File: config.mk
export PLATFORM = sky130hd
export DESIGN_NAME = krt_ram
export DESIGN_NICKNAME = d
export VERILOG_FILES = /design/src/sv/keyed_record_table_top_macros.svh /design/src/sv/krt_pkg.sv /design/src/sv/krt_ram.sv
export SDC_FILE = /design/constraint.sdc
export NUM_CORES = 2
export LEC_CHECK = 0
export BUFFER_PORTS_ARGS = -buffer_cell sky130_fd_sc_hd__buf_4
export CAP_MARGIN = 20
export CELL_PAD_IN_SITES_DETAIL_PLACEMENT = 1
export CELL_PAD_IN_SITES_GLOBAL_PLACEMENT = 2
export CORE_AREA = 3 3 558 560
export CTS_CLUSTER_SIZE = 8
export DETAILED_ROUTE_END_ITERATION = 16
export DIE_AREA = 0 0 561 563
export GPL_TIMING_DRIVEN = 0
export PLACE_DENSITY_LB_ADDON = 0.1
export SLEW_MARGIN = 20
export SYNTH_ARGS = -nofsm -noshare
export SYNTH_HDL_FRONTEND = slang
export SYNTH_SLANG_ARGS = --single-unit
File: constraint.sdc
create_clock -name clock -period 8.69 [get_ports clock]
set_input_delay 1.3035 -clock clock [delete_from_list [all_inputs] [get_ports clock]]
set_output_delay 1.3035 -clock clock [all_outputs]
set_load 0.05 [all_outputs]
File: src/sv/keyed_record_table_top_macros.svh
// assertion macros used by the keyed record table top module
`ifndef KEYED_RECORD_TABLE_TOP_MACROS_SVH
`define KEYED_RECORD_TABLE_TOP_MACROS_SVH

// same-cycle implication, checked at every clock edge out of reset
`define KRT_ASSERT_NOW(label, clk, rst, ante, cons, msg) \
   label: assert property (@(posedge clk) disable iff (rst) (ante) |-> (cons)) \
      else $error(msg);

// next-cycle implication, checked at every clock edge out of reset
`define KRT_ASSERT_NEXT(label, clk, rst, ante, cons, msg) \
   label: assert property (@(posedge clk) disable iff (rst) (ante) |=> (cons)) \
      else $error(msg);

`endif

File: src/sv/krt_pkg.sv
// types, codes and default sizes for the keyed record table
package krt_pkg;

   // default sizes
   localparam int KRT_DEPTH     = 32;
   localparam int KRT_KEY_BITS  = 64;
   localparam int KRT_DATA_BITS = 64;

   // operation codes
   localparam logic [2:0] KRT_MODE_ADD    = 3'd0;
   localparam logic [2:0] KRT_MODE_FIND   = 3'd1;
   localparam logic [2:0] KRT_MODE_MODIFY = 3'd2;
   localparam logic [2:0] KRT_MODE_DELETE = 3'd3;
   localparam logic [2:0] KRT_MODE_LIST   = 3'd4;

   // status codes
   localparam logic [1:0] KRT_ST_OK       = 2'd0;
   localparam logic [1:0] KRT_ST_FULL     = 2'd1;
   localparam logic [1:0] KRT_ST_DUP      = 2'd2;
   localparam logic [1:0] KRT_ST_NOTFOUND = 2'd3;

   // request payload
   typedef struct packed {
      logic [2:0]  mode;
      logic [63:0] record_key;
      logic [63:0] record_data;
   } req_type;

   // response payload
   typedef struct packed {
      logic [1:0]  status;
      logic [63:0] found_key;
      logic [63:0] found_data;
      logic [5:0]  entry_count;
      logic        last;
   } rsp_type;

endpackage

File: src/sv/krt_ram.sv
// generic single-write, single-read synchronous ram with registered read data
module krt_ram #(
   parameter int WIDTH = krt_pkg::KRT_KEY_BITS + krt_pkg::KRT_DATA_BITS,
   parameter int DEPTH = krt_pkg::KRT_DEPTH,
   parameter int AW    = (DEPTH > 1) ? $clog2(DEPTH) : 1
) (
   input  logic             clock,
   input  logic             we,
   input  logic [AW-1:0]    waddr,
   input  logic [WIDTH-1:0] wdata,
   input  logic             re,
   input  logic [AW-1:0]    raddr,
   output logic [WIDTH-1:0] rdata
);

   logic [WIDTH-1:0] mem_ff [DEPTH];
   logic [WIDTH-1:0] rdata_ff;

   // write port
   always_ff @(posedge clock) begin
      if (we) begin
         mem_ff[waddr] <= wdata;
      end
   end

   // read port, data held until the next read
   always_ff @(posedge clock) begin
      if (re) begin
         rdata_ff <= mem_ff[raddr];
      end
   end

   assign rdata = rdata_ff;

endmodule

### Word level (Yosys, flattened, before mapping)

Memories as Yosys holds them, arrays and structs flattened. A register that Yosys moved wholly into a read port is not among the register bits.
Cells that the tools add are included.
W data, S select, Z words.

* word-level logic and storage cells: 3
* input bits: 141
* RAM bits: 4096
* register bits after elaboration: 0
* memories: 1
* output and inout bits: 128

* multiplexer cells: 2

Memories
* mem_ff: words 32, width 128, rd ports 1, clocked after memory_dff 1, wr ports 1, line krt_ram.sv:16 `logic [WIDTH-1:0] mem_ff [DEPTH];`

Operator list (count)
* $mux W1: 2

### Depth between registers and ports, before layout

* word-level depth: 2
* mapped depth: 9

### Worst setup path after synthesis

OpenSTA, ideal clock, no wires.

* path type: input to register
* start point: in waddr[1]
* end point: mem mem_ff[12][0] in the netlist's numbering, enable pin
* setup slack: 788 ps
* cell stages on the path: 3
* required time: 8073 ps
* data arrival time: 7285 ps
* path through: or3b_2 -> clkbuf_1 -> nor2_1

RTL lines
* start: declaration: line krt_ram.sv:9 `input logic [AW-1:0] waddr,`
* end: declaration: line krt_ram.sv:16

No word-level cell before the write port.

==> qor.csv <==
metric,value,unit
synth.distinct_cells,27,
cts_tree,built,
finalHoldViolCount,0,
dp.cells,11100,
root_buffer,clkbuf_16,
rsz0062_at_grt,no,
die_area,0.316,mm^2
clockBufferDepth,4,
crit_path_top_delay_cell,nor4_1,
slew-limit-headroom,19.1,%
finalNonFillerCells,11800,
synth_seq_area_share,81.0,%
multi_input_area,0.0280,mm^2
grt_overflow,0,
vias_per_cell,6.57,
ys_ff_latch,4224,
gr-usage-all-layers,28.6,%
worst_slew_pin_slew,1210,ps
grt_pass1_wl,636000,um
cp_top_family,buffers and inverters,
core_area,0.306,mm^2
cts.sinks,4224,
power.leakage,59.4,nW
synthSimpleGateAreaFrac,0.825,%
wl,452000,um
syn_inst,6440,
hold_buffers,0,
vias,77400,
synthXorXnorAreaFrac,0,%
syn_area,0.157,mm^2
crit_path_end_kind,flop,
wire_per_inst,38.3,um
cp_slowest_stage_delay,1020,ps
synth-compound-area-share,2.26,%
path_class,in2reg,
dpl.hpwl,294000,um
htree_levels,6,
layout.area.seq,0.127,mm^2
start_util,51.1,%
drt_iter0_drc,9755,
final-max-slew-violation-count,0,
synth_fa_ha_area_share,0,%
cts_setup_buffers,0,
synth_edf_count,4224,
numCtsBuffers,597,
rows,203,
clock_latency,1040,ps
required,9340,ps
path_clk_slew,50,ps
clock-skew-final,50.7,ps
fmax,234,MHz
yosysTopAreaCell,edfxtp_1,
grt_max_degree,64,
drc,0,
io_pins,269,
post_synth.cell_area_avg,24.3,um^2
synth-warning-count,0,
worstPathArrival,4920,ps
die_y,563,um
ys.flop_type,edfxtp_1,
timing.hold.ws,685,ps
synthTopCellsByArea,"edfxtp_1 81%, mux4_2 14%, o22ai_1 1.8%",
num-nets-final,7755,
area_growth,19.5,%
synth_most_common_cell,edfxtp_1,
drive_above_1_share,32.2,%
cp_cell_sequence,buf_4 > nor2b_1 > buf_4 > nand2_1 > buf_2 > buf_1 > o22ai_1 > nor4_1,
hold_class,in2reg,
drv_cap,0,
antenna_found_initial,40,
tns,0,ps
synth_top_area_share,81.0,%
start_kind,input pin,
grt_pass1_vias,81300,
synth_commonest_cells,"4224 x edfxtp_1, 956 x mux4_2, 444 x o22ai_1, 136 x mux2i_1, 111 x nor4_1",
cpMostUsedCell,buf_4,
synth_fp_nets,6581,
async_flop_share,0,%
die_w,561,um
cts_resized,0,
synth_top_family_by_area,multiplexers,
min_period,4270,ps
ant_nets,0,
setup_viol,0,
min_period_over_period,49.2,%
first_pass_iters,6,
peakVddDrop,0.000227,V
critPathMaxFanout,10,
p_per_area,245,mW/mm^2
synth.mux.area_fraction,14.6,%
routabilityCongestion,0.747,
numPortBuffers,265,
outcome,"complete, no violations",
critPathBufInv,4,
fill_cells,24200,
registers in the layout, summed over array words and instances (netlist names):
| signal | flops |
|---|---|
| mem_ff | 4096 |
| rdata | 128 |
cells in the final DEF (no fill, tap or decap), drive strengths merged:
cell and n:
buf 808, a22oi 102, edfxtp 4224, nor3b 1, mux4 956, or3 2, inv 17, or3b 4
nand2 4, nand2b 1, o22ai 444, clkbuf 725, or2 1, and3b 1, and2 1, mux2i 136
nand3b 6, nand4 17, diode 23, nor2 36, clkinv 30, nor2b 3, and3 1, nand3 37
nor4 111
cell type report:
type	count	share of cell area, %
Antenna cell	23	0.0308
Buffer	352	1.06
Clock buffer	606	8.11
Clock inverter	47	0.466
Multi-Input combinational cell	1864	15.0
Sequential cell	4224	67.8
Tap cell	4100	2.74
Timing Repair Buffer	575	4.80
report_power, final:
part	internal (mW)	leakage [nW]	switching (mW)
registers	22.8	38.1	0.0818
logic	0.810	13.4	1.54
clock network	12.3	7.84	8.25
total	35.9	59.4	9.87
routing by layer:
layer	GRT usage (%)	up-vias	routed length, um
met4	10.3	8	16400
met3	5.71	779	37800
met5	0	-	57
met1	39.9	42300	178000
met2	45.7	3996	220000
li1	-	30300	-
logic make-up (layout without fill, tap and decap cells):
family | Yosys count | count (layout)
mux | 1092 | 1092
compound gates | 546 | 546
other cells | 0 | 23
buf+inv | 352 | 1580
simple gates | 226 | 226
flops | 4224 | 4224
per-stage QoR:
stage          area (um^2)  power (mW)  setup slack, ps  utilization (%)
2_1_floorplan       157000        24.5              788                -
3_3_place_gp        164000        25.5            -7850             53.4
3_5_place_dp        171000        25.6             3490             55.8
4_1_cts             187000        46.1             4570             61.0
5_1_grt             187000        47.1             4490             61.1
6_report            187000        45.8             4420             61.1
worst paths after layout:
| kind | start | endpoint | slack [ps] | depth (start not counted) |
|---|---|---|---|---|
| min | wdata[25] | mem_ff[4][25]$_DFFE_PP_ | 680 | 1 |
| max | raddr[1] | rdata[100]$_DFFE_PP_ | 4420 | 8 |
| max reg2reg | mem_ff[12][84]$_DFFE_PP_ | rdata[84]$_DFFE_PP_ | 6540 | 3 |
| min reg2reg | mem_ff[31][107]$_DFFE_PP_ | rdata[107]$_DFFE_PP_ | 800 | 3 |
(Power assumes the default switching activity.)
